### config.mk
export PLATFORM = sky130hd
export DESIGN_NAME = nixie_clock_mux_driver
export DESIGN_NICKNAME = d
export VERILOG_FILES = /design/src/sv/nxc_pkg.sv /design/src/sv/nixie_clock_mux_driver.sv /design/src/sv/nxc_time.sv /design/src/sv/nxc_display.sv
export VERILOG_INCLUDE_DIRS = /design/src /design/src/sv
export SDC_FILE = /design/constraint.sdc
export NUM_CORES = 1
export LEC_CHECK = 0
export BUFFER_PORTS_ARGS = -buffer_cell sky130_fd_sc_hd__buf_2
export CORE_UTILIZATION = 55
export DETAILED_ROUTE_END_ITERATION = 12
export HOLD_SLACK_MARGIN = 0.06
export PLACE_DENSITY = 0.79
export RECOVER_POWER = 50
export SLEW_MARGIN = 20
export SYNTH_ARGS = -nofsm -noshare
export SYNTH_HDL_FRONTEND = slang
export SYNTH_HIERARCHICAL = 1
export SYNTH_SLANG_ARGS = --single-unit
### constraint.sdc
create_clock -name clk -period 6.05 [get_ports clk]
set_input_delay 0.605 -clock clk [delete_from_list [all_inputs] [get_ports clk]]
set_output_delay 0.605 -clock clk [all_outputs]
set_load 0.005 [all_outputs]
### src/sv/nixie_clock_mux_driver_defines.svh
// Assertion macros for the nixie clock multiplexed display driver.
`ifndef NIXIE_CLOCK_MUX_DRIVER_DEFINES_SVH
`define NIXIE_CLOCK_MUX_DRIVER_DEFINES_SVH

// Check a consequence in the same cycle as its antecedent.
`define NXC_ASSERT_NOW(label, clk, rst_n, ante, cons) \
    label: assert property (@(posedge clk) disable iff (!rst_n) (ante) |-> (cons)) \
        else $error("same-cycle check failed");

// Check a consequence in the cycle after its antecedent.
`define NXC_ASSERT_NEXT(label, clk, rst_n, ante, cons) \
    label: assert property (@(posedge clk) disable iff (!rst_n) (ante) |=> (cons)) \
        else $error("next-cycle check failed");

`endif

### src/sv/nxc_pkg.sv
// Shared types, operation codes and digit helpers for the nixie clock driver.
package nxc_pkg;

    localparam logic [2:0] OP_MUX_TICK    = 3'd0;
    localparam logic [2:0] OP_SECOND_TICK = 3'd1;
    localparam logic [2:0] OP_SET_TIME    = 3'd2;
    localparam logic [2:0] OP_HOUR_BUTTON = 3'd3;
    localparam logic [2:0] OP_MIN_BUTTON  = 3'd4;

    localparam logic [2:0] ANODE_DOT = 3'd4;

    localparam logic [4:0] HOUR_MAX = 5'd23;
    localparam logic [5:0] MIN_MAX  = 6'd59;
    localparam logic [5:0] SEC_MAX  = 6'd59;

    localparam logic [3:0] CATHODE_TABLE [10] = '{
        4'd0, 4'd9, 4'd8, 4'd1, 4'd4, 4'd7, 4'd2, 4'd3, 4'd6, 4'd5
    };

    typedef struct packed {
        logic [4:0] hours;
        logic [5:0] minutes;
        logic [5:0] seconds;
        logic       dot_on;
    } wall_t;

    typedef struct packed {
        logic [2:0] anode_select;
        logic       anode_on;
        logic [3:0] cathode_code;
    } disp_t;

    function automatic logic [3:0] tens_of(input logic [5:0] v);
        logic [3:0] t;
        priority if (v >= 6'd60) t = 4'd6;
        else if (v >= 6'd50) t = 4'd5;
        else if (v >= 6'd40) t = 4'd4;
        else if (v >= 6'd30) t = 4'd3;
        else if (v >= 6'd20) t = 4'd2;
        else if (v >= 6'd10) t = 4'd1;
        else t = 4'd0;
        return t;
    endfunction

    function automatic logic [3:0] units_of(input logic [5:0] v);
        logic [5:0] rem;
        rem = v - 6'({2'b00, tens_of(v)} * 6'd10);
        return rem[3:0];
    endfunction

    function automatic logic [3:0] cathode_of(input logic [3:0] digit);
        logic [3:0] c;
        if (digit < 4'd10)
            c = CATHODE_TABLE[digit];
        else
            c = 4'd0;
        return c;
    endfunction

endpackage

### src/sv/nixie_clock_mux_driver.sv
// Top level of the multiplexed nixie clock display driver.
//
// Command channel: cmd_valid / cmd_stall carry operation and the set_* fields.
// Result channel: res_valid / res_stall carry one result per command: the
// active anode, its drive level, the cathode code, the time and the dot target.
// A transaction completes on a rising edge with valid high and stall low.
// Each command is captured in an input register; once the result register is
// empty or its result is being taken, the command is applied to the clock and
// display state and its result is loaded into the result register, which
// presents it on the result channel.
// One command per cycle is sustained while res_stall stays low; the state
// update sits between the input and result registers.
// While res_stall holds, the result register keeps its transaction, one more
// command waits in the input register, and cmd_stall rises once both are full.
// Reset clears both stages, the time to 00:00:00, the dot target to on and the
// mux, PWM and dot brightness counters to zero.
`include "nixie_clock_mux_driver_defines.svh"

module nixie_clock_mux_driver #(
    parameter int PWM_PERIOD = 50,
    parameter int MUX_HOLD   = 128
) (
    input  logic       clk,
    input  logic       rst_n,
    input  logic       cmd_valid,
    output logic       cmd_stall,
    input  logic [2:0] operation,
    input  logic [4:0] set_hours,
    input  logic [5:0] set_minutes,
    input  logic [5:0] set_seconds,
    output logic       res_valid,
    input  logic       res_stall,
    output logic [2:0] anode_select,
    output logic       anode_on,
    output logic [3:0] cathode_code,
    output logic [4:0] hours,
    output logic [5:0] minutes,
    output logic [5:0] seconds,
    output logic       dot_on
);
    import nxc_pkg::*;

    logic       stage_valid_reg;
    logic [2:0] stage_op_reg;
    logic [4:0] stage_hours_reg;
    logic [5:0] stage_minutes_reg;
    logic [5:0] stage_seconds_reg;
    logic       res_valid_reg;
    wall_t      res_wall_reg;
    disp_t      res_disp_reg;

    logic  advance;
    logic  load;
    wall_t wall_cur;
    wall_t wall_nxt;
    disp_t disp_nxt;
    logic  stage_only;
    logic  time_ok;

    assign advance   = stage_valid_reg && (!res_valid_reg || !res_stall);
    assign cmd_stall = stage_valid_reg && !advance;
    assign load      = cmd_valid && !cmd_stall;

    nxc_time u_time (
        .clk         (clk),
        .rst_n       (rst_n),
        .en          (advance),
        .operation   (stage_op_reg),
        .set_hours   (stage_hours_reg),
        .set_minutes (stage_minutes_reg),
        .set_seconds (stage_seconds_reg),
        .cur         (wall_cur),
        .nxt         (wall_nxt)
    );

    nxc_display #(
        .PWM_PERIOD (PWM_PERIOD),
        .MUX_HOLD   (MUX_HOLD)
    ) u_display (
        .clk       (clk),
        .rst_n     (rst_n),
        .en        (advance),
        .operation (stage_op_reg),
        .wall      (wall_cur),
        .nxt       (disp_nxt)
    );

    always_ff @(posedge clk or negedge rst_n)
    begin
        if (!rst_n)
        begin
            stage_valid_reg <= 1'b0;
            res_valid_reg   <= 1'b0;
        end
        else
        begin
            if (load)
                stage_valid_reg <= 1'b1;
            else if (advance)
                stage_valid_reg <= 1'b0;
            if (advance)
                res_valid_reg <= 1'b1;
            else if (!res_stall)
                res_valid_reg <= 1'b0;
        end
    end

    always_ff @(posedge clk)
    begin
        if (load)
        begin
            stage_op_reg      <= operation;
            stage_hours_reg   <= set_hours;
            stage_minutes_reg <= set_minutes;
            stage_seconds_reg <= set_seconds;
        end
        if (advance)
        begin
            res_wall_reg <= wall_nxt;
            res_disp_reg <= disp_nxt;
        end
    end

    assign res_valid    = res_valid_reg;
    assign anode_select = res_disp_reg.anode_select;
    assign anode_on     = res_disp_reg.anode_on;
    assign cathode_code = res_disp_reg.cathode_code;
    assign hours        = res_wall_reg.hours;
    assign minutes      = res_wall_reg.minutes;
    assign seconds      = res_wall_reg.seconds;
    assign dot_on       = res_wall_reg.dot_on;

    assign stage_only = stage_valid_reg && !res_valid_reg;
    assign time_ok    = (wall_cur.hours <= HOUR_MAX) && (wall_cur.minutes <= MIN_MAX) &&
                        (wall_cur.seconds <= SEC_MAX);

    `NXC_ASSERT_NOW(a_stall_needs_stage, clk, rst_n, cmd_stall, stage_valid_reg && res_valid_reg)
    `NXC_ASSERT_NEXT(a_empty_result_fills, clk, rst_n, stage_only, res_valid_reg)
    `NXC_ASSERT_NOW(a_time_in_range, clk, rst_n, 1'b1, time_ok)
    `NXC_ASSERT_NOW(a_anode_in_range, clk, rst_n, res_valid_reg, anode_select <= ANODE_DOT)

endmodule

### src/sv/nxc_time.sv
// Time-of-day counter with set, buttons and the blinking dot target.
module nxc_time (
    input  logic          clk,
    input  logic          rst_n,
    input  logic          en,
    input  logic [2:0]    operation,
    input  logic [4:0]    set_hours,
    input  logic [5:0]    set_minutes,
    input  logic [5:0]    set_seconds,
    output nxc_pkg::wall_t cur,
    output nxc_pkg::wall_t nxt
);
    import nxc_pkg::*;

    wall_t wall_reg;
    wall_t wall_next;

    always_comb
    begin
        wall_next = wall_reg;
        if (en)
        begin
            unique case (operation)
                OP_SECOND_TICK:
                begin
                    wall_next.dot_on = ~wall_reg.dot_on;
                    if (wall_reg.seconds < SEC_MAX)
                    begin
                        wall_next.seconds = wall_reg.seconds + 6'd1;
                    end
                    else
                    begin
                        wall_next.seconds = 6'd0;
                        if (wall_reg.minutes < MIN_MAX)
                        begin
                            wall_next.minutes = wall_reg.minutes + 6'd1;
                        end
                        else
                        begin
                            wall_next.minutes = 6'd0;
                            if (wall_reg.hours < HOUR_MAX)
                                wall_next.hours = wall_reg.hours + 5'd1;
                            else
                                wall_next.hours = 5'd0;
                        end
                    end
                end
                OP_SET_TIME:
                begin
                    wall_next.hours   = (set_hours > HOUR_MAX) ? HOUR_MAX : set_hours;
                    wall_next.minutes = (set_minutes > MIN_MAX) ? MIN_MAX : set_minutes;
                    wall_next.seconds = (set_seconds > SEC_MAX) ? SEC_MAX : set_seconds;
                end
                OP_HOUR_BUTTON:
                begin
                    wall_next.hours = (wall_reg.hours < HOUR_MAX) ?
                                      wall_reg.hours + 5'd1 : 5'd0;
                end
                OP_MIN_BUTTON:
                begin
                    wall_next.minutes = (wall_reg.minutes < MIN_MAX) ?
                                        wall_reg.minutes + 6'd1 : 6'd0;
                end
                default:
                begin
                    wall_next = wall_reg;
                end
            endcase
        end
    end

    always_ff @(posedge clk or negedge rst_n)
    begin
        if (!rst_n)
        begin
            wall_reg <= '{hours: 5'd0, minutes: 6'd0, seconds: 6'd0, dot_on: 1'b1};
        end
        else
        begin
            wall_reg <= wall_next;
        end
    end

    assign cur = wall_reg;
    assign nxt = wall_next;

endmodule

### src/sv/nxc_display.sv
// Anode multiplexer, PWM brightness and cathode code generation.
module nxc_display #(
    parameter int PWM_PERIOD = 50,
    parameter int MUX_HOLD   = 128
) (
    input  logic           clk,
    input  logic           rst_n,
    input  logic           en,
    input  logic [2:0]     operation,
    input  nxc_pkg::wall_t wall,
    output nxc_pkg::disp_t nxt
);
    import nxc_pkg::*;

    localparam logic [5:0] PWM_TOP  = 6'(PWM_PERIOD);
    localparam logic [5:0] DOT_FULL = 6'(PWM_PERIOD * 2 / 3);
    localparam logic [6:0] PWM_END  = 7'(PWM_PERIOD);
    localparam logic [7:0] HOLD_TOP = 8'(MUX_HOLD);

    logic [5:0] pwm_count_reg,   pwm_count_next;
    logic [5:0] pwm_compare_reg, pwm_compare_next;
    logic [5:0] dot_level_reg,   dot_level_next;
    logic [7:0] mux_count_reg,   mux_count_next;
    logic [2:0] anode_index_reg, anode_index_next;
    logic [3:0] cathode_reg,     cathode_next;

    logic [6:0] pwm_inc;
    logic [2:0] anode_step;
    logic       drive;
    logic [3:0] digit;

    assign pwm_inc    = {1'b0, pwm_count_reg} + 7'd1;
    assign anode_step = (anode_index_reg < ANODE_DOT) ? anode_index_reg + 3'd1 : 3'd0;

    always_comb
    begin
        unique case (anode_step[1:0])
            2'd0:    digit = tens_of({1'b0, wall.hours});
            2'd1:    digit = units_of({1'b0, wall.hours});
            2'd2:    digit = tens_of(wall.minutes);
            default: digit = units_of(wall.minutes);
        endcase
    end

    always_comb
    begin
        pwm_count_next   = pwm_count_reg;
        pwm_compare_next = pwm_compare_reg;
        dot_level_next   = dot_level_reg;
        mux_count_next   = mux_count_reg;
        anode_index_next = anode_index_reg;
        cathode_next     = cathode_reg;
        drive            = 1'b0;
        if (en && operation == OP_MUX_TICK)
        begin
            drive = (pwm_inc < {1'b0, pwm_compare_reg});
            pwm_count_next = (pwm_inc >= PWM_END) ? 6'd0 : pwm_inc[5:0];
            if (mux_count_reg < HOLD_TOP)
            begin
                mux_count_next = mux_count_reg + 8'd1;
            end
            else
            begin
                mux_count_next   = 8'd0;
                drive            = 1'b0;
                anode_index_next = anode_step;
                if (anode_step < ANODE_DOT)
                begin
                    cathode_next     = cathode_of(digit);
                    pwm_compare_next = PWM_TOP;
                end
                else
                begin
                    if (wall.dot_on)
                    begin
                        if (dot_level_reg < DOT_FULL)
                            dot_level_next = dot_level_reg + 6'd1;
                    end
                    else if (dot_level_reg > 6'd0)
                    begin
                        dot_level_next = dot_level_reg - 6'd1;
                    end
                    pwm_compare_next = dot_level_next;
                end
            end
        end
    end

    always_ff @(posedge clk or negedge rst_n)
    begin
        if (!rst_n)
        begin
            pwm_count_reg   <= 6'd0;
            pwm_compare_reg <= 6'd0;
            dot_level_reg   <= 6'd0;
            mux_count_reg   <= 8'd0;
            anode_index_reg <= 3'd0;
            cathode_reg     <= 4'd0;
        end
        else
        begin
            pwm_count_reg   <= pwm_count_next;
            pwm_compare_reg <= pwm_compare_next;
            dot_level_reg   <= dot_level_next;
            mux_count_reg   <= mux_count_next;
            anode_index_reg <= anode_index_next;
            cathode_reg     <= cathode_next;
        end
    end

    assign nxt.anode_select = anode_index_next;
    assign nxt.anode_on     = drive;
    assign nxt.cathode_code = cathode_next;

endmodule

==> results_dict.tcl, run 1 <==
set metrics [dict create \
    dp_hpwl_um 7140 \
    setup_viol_count_final 0 \
    worst_pin_slew_ns 2.85 \
    critical_path_buf_inv_count 1 \
    max_stage_delay_ns 1.48 \
    drive_gt1_share_pct 16.2 \
    clock_latency_ns 0.37 \
    grt_remaining_overflow 0 \
    syn-cell-area_um2 5160 \
    synth.largest_area_cell "edfxtp_1" \
    r2r.worst_path.cells 7 \
    hold_depth 1 \
    multi_input_area_um2 2290 \
    cts_tree "done" \
    period_needed_ns 4.05 \
    yosys_warnings 6 \
    die_h_um 98.9 \
    num_vias 3977 \
    crit_arrival_ns 4.30 \
    synth_nets 522 \
    postCtsSetupRepairBufs 0 \
    crit_slowest_cell "clkbuf_1" \
    ant_nets 0 \
    fp.dieW_um 98.9 \
    path_delay_family "buffers and inverters" \
    cts-root-buf "clkbuf_8" \
    cp_cell_sequence "a21boi_4 -> clkbuf_1 -> nor4b_4 -> nand2_1 -> nor2_1 -> o21ai_0 -> xnor2_1" \
    yosysTopAreaCellShare_pct 26.8 \
    status "finished, violations left" \
    crit_type "register to register" \
    numCtsBuffers 9 \
    drc 0 \
    tns_ns 0 \
    avgSynthCellArea_um2 10.8 \
    combPwrFrac_pct 32.9 \
    wl_per_cell_um 15.7 \
    htreeDepth 3 \
    synth-seq-cells 99 \
    p_per_area_nw_per_um2 376 \
    p_sw_mw 0.785 \
    drtIter0Drc 276 \
    port_buffers 51 \
    io_pins 52 \
    synth_edf_count 46 \
    p_int_mw 1.37 \
    dieArea_um2 9780 \
    drv_cap 2 \
    area_growth_pct 10.9 \
    seqPwrFrac_pct 46.3 \
    fillCellCount 706 \
    num_rows 34 \
    vdd_drop_max_mv 0.180 \
    vias_per_cell 6.17 \
    hold_violations 0 \
    clock_power_share_pct 20.8 \
    rsz0062_at_grt "false" \
    violations "capacitance limit, slew limit" \
    ys_top_cells_by_count "dfrtp_1, nand2_1, edfxtp_1, o21ai_0, inv_1" \
    required_ns 6.30 \
    endpoint_kind "register" \
    wl_um 10200 \
    gp_congestion 0.797 \
    postCtsHoldBufs 0 \
    cp_max_fo 35 \
    slew_viol_final 90 \
    hold_slack_ns 0.404 \
    final-seq-area_um2 2710 \
    antenna_found_initial 0 \
    n_antenna_cell 0 \
    clock_path_buffers 2 \
    hp-class "input pin to register" \
    p_leak_nw 2.42 \
    first_global_vias 3728 \
    post_cts_resized 0 \
    grt_use_total_pct 22.3 \
    drt_pass1_iterations 5 \
    slew-limit-headroom_pct -90.2 \
    crit_cells 7 \
    skew_ns 0.0136 \
    async_flop_share_pct 53.5 \
    largest_reg_flops 18 \
    clk_pin_slew_ns 0.10 \
    yosysSeqAreaShare_pct 52.5 \
    grt_max_degree 54 \
    synth_cells 479 \
    nets 575 \
    initial_core_util_pct 58.1 \
    clkSinkCount 99 \
    synthFlopType "dfrtp_1" \
    max_freq_mhz 247 \
    coreArea_um2 8890 \
    power.share.switching_pct 36.5 \
    synth_area_leaders "edfxtp_1, dfrtp_1, ha_1, nand2_1, o21ai_0" \
    ys_types 85 \
    period_share_pct 66.9 \
    crit_path_start_kind "register" \
    grt_pass1_wl_um 17400 \
]
power by group through the flow:
stage | Combinational [mW] | Sequential, mW | Clock [mW]
after CTS | 0.708 | 0.991 | 0.459
after floorplan | 0.542 | 0.964 | 0
after global routing | 0.803 | 1.02 | 0.482
final | 0.709 | 0.996 | 0.449
after detailed placement | 0.701 | 1.00 | 0
after global placement | 0.677 | 0.996 | 0
per-stage QoR:
step	instance area, um^2	cells	worst slack [ns]	power [mW]	utilization, %
floorplan	5160	479	1.33	1.51	-
global placement	5520	629	3.02	1.67	62.1
global route	5720	645	1.64	2.30	64.4
detailed placement	5520	629	2.79	1.70	62.1
CTS	5740	645	2.74	2.16	64.5
finish	5720	645	2.00	2.15	64.4
layout make-up:
cell class / instances / area share [%]
inverter: 29 / 1.90
clock inverter: 6 / 1.38
tap: 108 / 2.36
clock buffer: 10 / 2.40
multi-input combinational: 340 / 40.1
sequential: 99 / 47.3
timing repair buffer: 53 / 4.57
metal layers:
metal	GRT usage (%)	part of all wire (%)	routed length (um)
met3	3.12	4.5	461
met1	29.0	45	4550
met2	37.9	48	4920
met4	9.18	2.2	223
met5	0	0	0
cell families (layout without fill, tap and decap cells):
kind of cell             after synthesis  in the layout  synth area share [%]
flip-flops                            99             99                  52.5
AND/OR/NAND/NOR                      177            177                  18.8
AO/OA/AOI/OAI                        132            132                  18.4
XOR/XNOR                               9              9                  1.53
adder cells (fa/ha/maj)               19             19                  4.89
buffers and inverters                 40             98                  3.25
multiplexers                           3              3                 0.606
path summary, 6_finish.rpt:
path	slack, ns	end	start
worst min register to register	0.49	u_display/mux_count_reg[6]	u_display/mux_count_reg[6]
worst min-delay path	0.40	stage_op_reg[2]	operation[2]
worst max-delay path	2.00	u_display/dot_level_reg[0]	res_valid
worst max register to register	2.00	u_display/dot_level_reg[0]	res_valid
min in group asynchronous	1.24	u_display/dot_level_reg[4]	rst_n
max in group asynchronous	3.20	u_display/dot_level_reg[1]	rst_n
placed cells by master (no fill, tap or decap), types with 7 or more instances in the layout:
cell       n
ha_1      17
nor2b_1    7
a31oi_1    7
inv_1     29
and3_1    10
nor3_1     8
nand3b_1   8
buf_2     50
nor2_1    27
o211ai_1   7
clkbuf_8  10
nand3_1   22
nand2b_1  11
dfrtp_1   52
a21oi_1   12
o21ai_0   36
nand2_1   52
edfxtp_1  46
No activity file was read; power rests on OpenSTA's default activity.
==> inputs of run 2 (changes only) <==
--- a/config.mk
+++ b/config.mk
@@ -6,6 +6,7 @@
 export SDC_FILE = /design/constraint.sdc
 export NUM_CORES = 1
 export LEC_CHECK = 0
+export ABC_AREA = 1
 export BUFFER_PORTS_ARGS = -buffer_cell sky130_fd_sc_hd__buf_2
 export CORE_UTILIZATION = 55
 export DETAILED_ROUTE_END_ITERATION = 12
==> constraint.sdc (replaced) <==
create_clock -name clk -period 3.75 [get_ports clk]
set_input_delay 0.375 -clock clk [delete_from_list [all_inputs] [get_ports clk]]
set_output_delay 0.375 -clock clk [all_outputs]
set_load 0.005 [all_outputs]
==> run 2 against run 1 <==
Against the previous run:
- the flow now finishes without violations
- sequential power grew 64%
- sequential share of layout area shrank 1.0 points
- global-route usage shrank 1.0 points
- setup slack lost 0.98 ns
- critical path depth grew 4
- clock power grew 53%
- register-to-register slack lost 0.98 ns
- routed wire length shrank 3.2%
==> results_dict.tcl, run 2 <==
set metrics [dict create \
    status "finished, final reports clean" \
    hp-class "input pin to register" \
    skew_ns 0.0199 \
    period_share_pct 72.7 \
    fin_util_pct 63.3 \
    gp_congestion 0.883 \
    post_cts_resized 0 \
    antenna_found_initial 0 \
    synth_nets 634 \
    clk_pin_slew_ns 0.11 \
    largest_reg_flops 18 \
    ys_types 46 \
    cts-root-buf "clkbuf_8" \
    yosysMostFrequentCell "nand2_1" \
    power.share.switching_pct 38.6 \
    rsz0062_at_grt "false" \
    pre_cts_slack_ns 1.20 \
    slew_viol_final 0 \
    drive_gt1_share_pct 14.5 \
    io_pins 52 \
    grt_pass1_wl_um 16600 \
    postCtsHoldBufs 1 \
    vdd_drop_max_mv 0.303 \
    ant_nets 0 \
    n_antenna_cell 0 \
    syn-cell-area_um2 5260 \
    cts_tree "done" \
    layout_commonest_cell "nand2_1" \
    required_ns 4.02 \
    clock_power_share_pct 20.1 \
    grt_remaining_overflow 0 \
    yosys_warnings 6 \
    crit_arrival_ns 2.99 \
    hold_violations 0 \
    final_cell_mix "nand2_1, inv_1, dfrtp_1" \
    seqPwrFrac_pct 47.4 \
    coreArea_um2 9240 \
    htreeDepth 3 \
    vias_per_cell 5.17 \
    synth-seq-cells 99 \
    port_buffers 51 \
    p_per_area_nw_per_um2 587 \
    drtIter0Drc 215 \
    synth_edf_count 46 \
    synthFlopType "dfrtp_1" \
    worst_pin_slew_ns 1.42 \
    clkSinkCount 99 \
    wl_per_cell_um 12.5 \
    p_int_mw 2.11 \
    fin_ws_ns 1.02 \
    initial_core_util_pct 56.9 \
    dpl_cell_area_um2 5650 \
    dieArea_um2 9950 \
    period_needed_ns 2.73 \
    num_rows 35 \
    endpoint_kind "register" \
    max_freq_mhz 367 \
    die_h_um 99.8 \
    design_area_um2 5850 \
    drt_pass1_iterations 5 \
    async_flop_share_pct 53.5 \
    yosysTopAreaCellShare_pct 26.3 \
    postCtsSetupRepairBufs 0 \
    setup_viol_count_final 0 \
    grt_max_degree 30 \
    avgSynthCellArea_um2 8.89 \
    num_vias 4052 \
    nets 693 \
    area_growth_pct 11.3 \
    wl_um 9840 \
    tns_ns 0 \
    clock_path_buffers 2 \
    synth_area_leaders "edfxtp_1, dfrtp_1, nand2_1, inv_1, nand3_1" \
    first_global_vias 3832 \
    p_sw_mw 1.33 \
    crit_type "register to register" \
    combPwrFrac_pct 32.6 \
    p_leak_nw 2.80 \
    synth_cells 591 \
    synth.largest_area_cell "edfxtp_1" \
    dp_hpwl_um 7360 \
    drc 0 \
    fp.dieW_um 99.8 \
    slew-limit-headroom_pct 5.15 \
    ys_top_cells_by_count "nand2_1, inv_1, dfrtp_1, edfxtp_1, nand3_1" \
    numCtsBuffers 9 \
    grt_use_total_pct 21.3 \
    clock_latency_ns 0.37 \
    drv_cap 0 \
    yosysSeqAreaShare_pct 51.5 \
    crit_path_start_kind "register" \
    cp_max_fo 16 \
]
[run 2: changes by cell type in the layout (fill, tap and decap cells not counted), moves of 9 or more]
cell | previous run | this run
and3_1 | 10 | 0
buf_2 | 50 | 40
clkbuf_1 | 3 | 12
inv_1 | 29 | 83
nand2_1 | 52 | 172
nand2_2 | 1 | 12
nand2b_1 | 11 | 0
nand3_1 | 22 | 45
o21ai_1 | 2 | 11
[run 2: worst paths after layout]
path                                          start                           end  slack [ns]  depth (start not counted)
setup / recovery                          res_valid  u_display/pwm_compare_reg[5]        1.02                         11
hold / removal                       set_minutes[4]          stage_minutes_reg[4]        0.17                          1
setup reg to reg                          res_valid  u_display/pwm_compare_reg[5]        1.02                         11
hold reg to reg            u_display/cathode_reg[2]      u_display/cathode_reg[2]        0.49                          2
max in group asynchronous                     rst_n                 u_time/cur[0]        1.77                          3
min in group asynchronous                     rst_n      u_display/cathode_reg[3]        0.86                          2
[run 2: critical path: stages, from the launching register on]
cell and delay, ns:
dfrtp_1 0.45, a21oi_4 0.16, clkbuf_1 0.78, nand2_4 0.23, nor2_8 0.27, inv_4 0.12
nor2_8 0.18, inv_2 0.07, a21oi_2 0.12, nand2_1 0.09, o21ai_1 0.09, inv_1 0.05
[run 2: per-stage QoR]
step	std cells	power [mW]	hold slack, ns
after floorplan	591	2.45	0.0794
after global placement	767	2.70	0.416
after detailed placement	767	2.76	0.423
after CTS	784	3.47	0.146
after global routing	784	3.70	0.141
final	784	3.43	0.167
[run 2: power by group through the flow]
stage                     clock network [mW]  logic, mW  registers (mW)
final                                  0.689       1.12            1.63
after global routing                   0.755       1.28            1.66
after CTS                              0.715       1.13            1.62
after detailed placement                   0       1.12            1.64
after global placement                     0       1.07            1.63
after floorplan                            0      0.861            1.59
[run 2: cells by family after synthesis]
kind of cell | Yosys count | synth area share, %
compound gates | 67 | 7.50
xor+xnor | 16 | 2.67
fa+ha+maj | 19 | 4.81
mux | 1 | 0.190
simple gates | 294 | 25.9
flops | 99 | 51.5
buf+inv | 95 | 7.36
[run 2: cell type report]
class	instances	area [um^2]
clock inverter	7	91.3
sequential	99	2710
fill	774	3390
inverter	88	333
multi-input combinational	397	2160
tap	129	161
clock buffer	9	124
timing repair buffer	55	267
[run 2: metal layers]
layer | routed length [um] | vias to the layer above | GRT usage (%)
met5 | 0 | - | 0
met4 | 189 | 0 | 8.94
met3 | 449 | 23 | 4.29
met2 | 4920 | 107 | 37.4
met1 | 4280 | 1879 | 25.6
li1 | - | 2043 | -
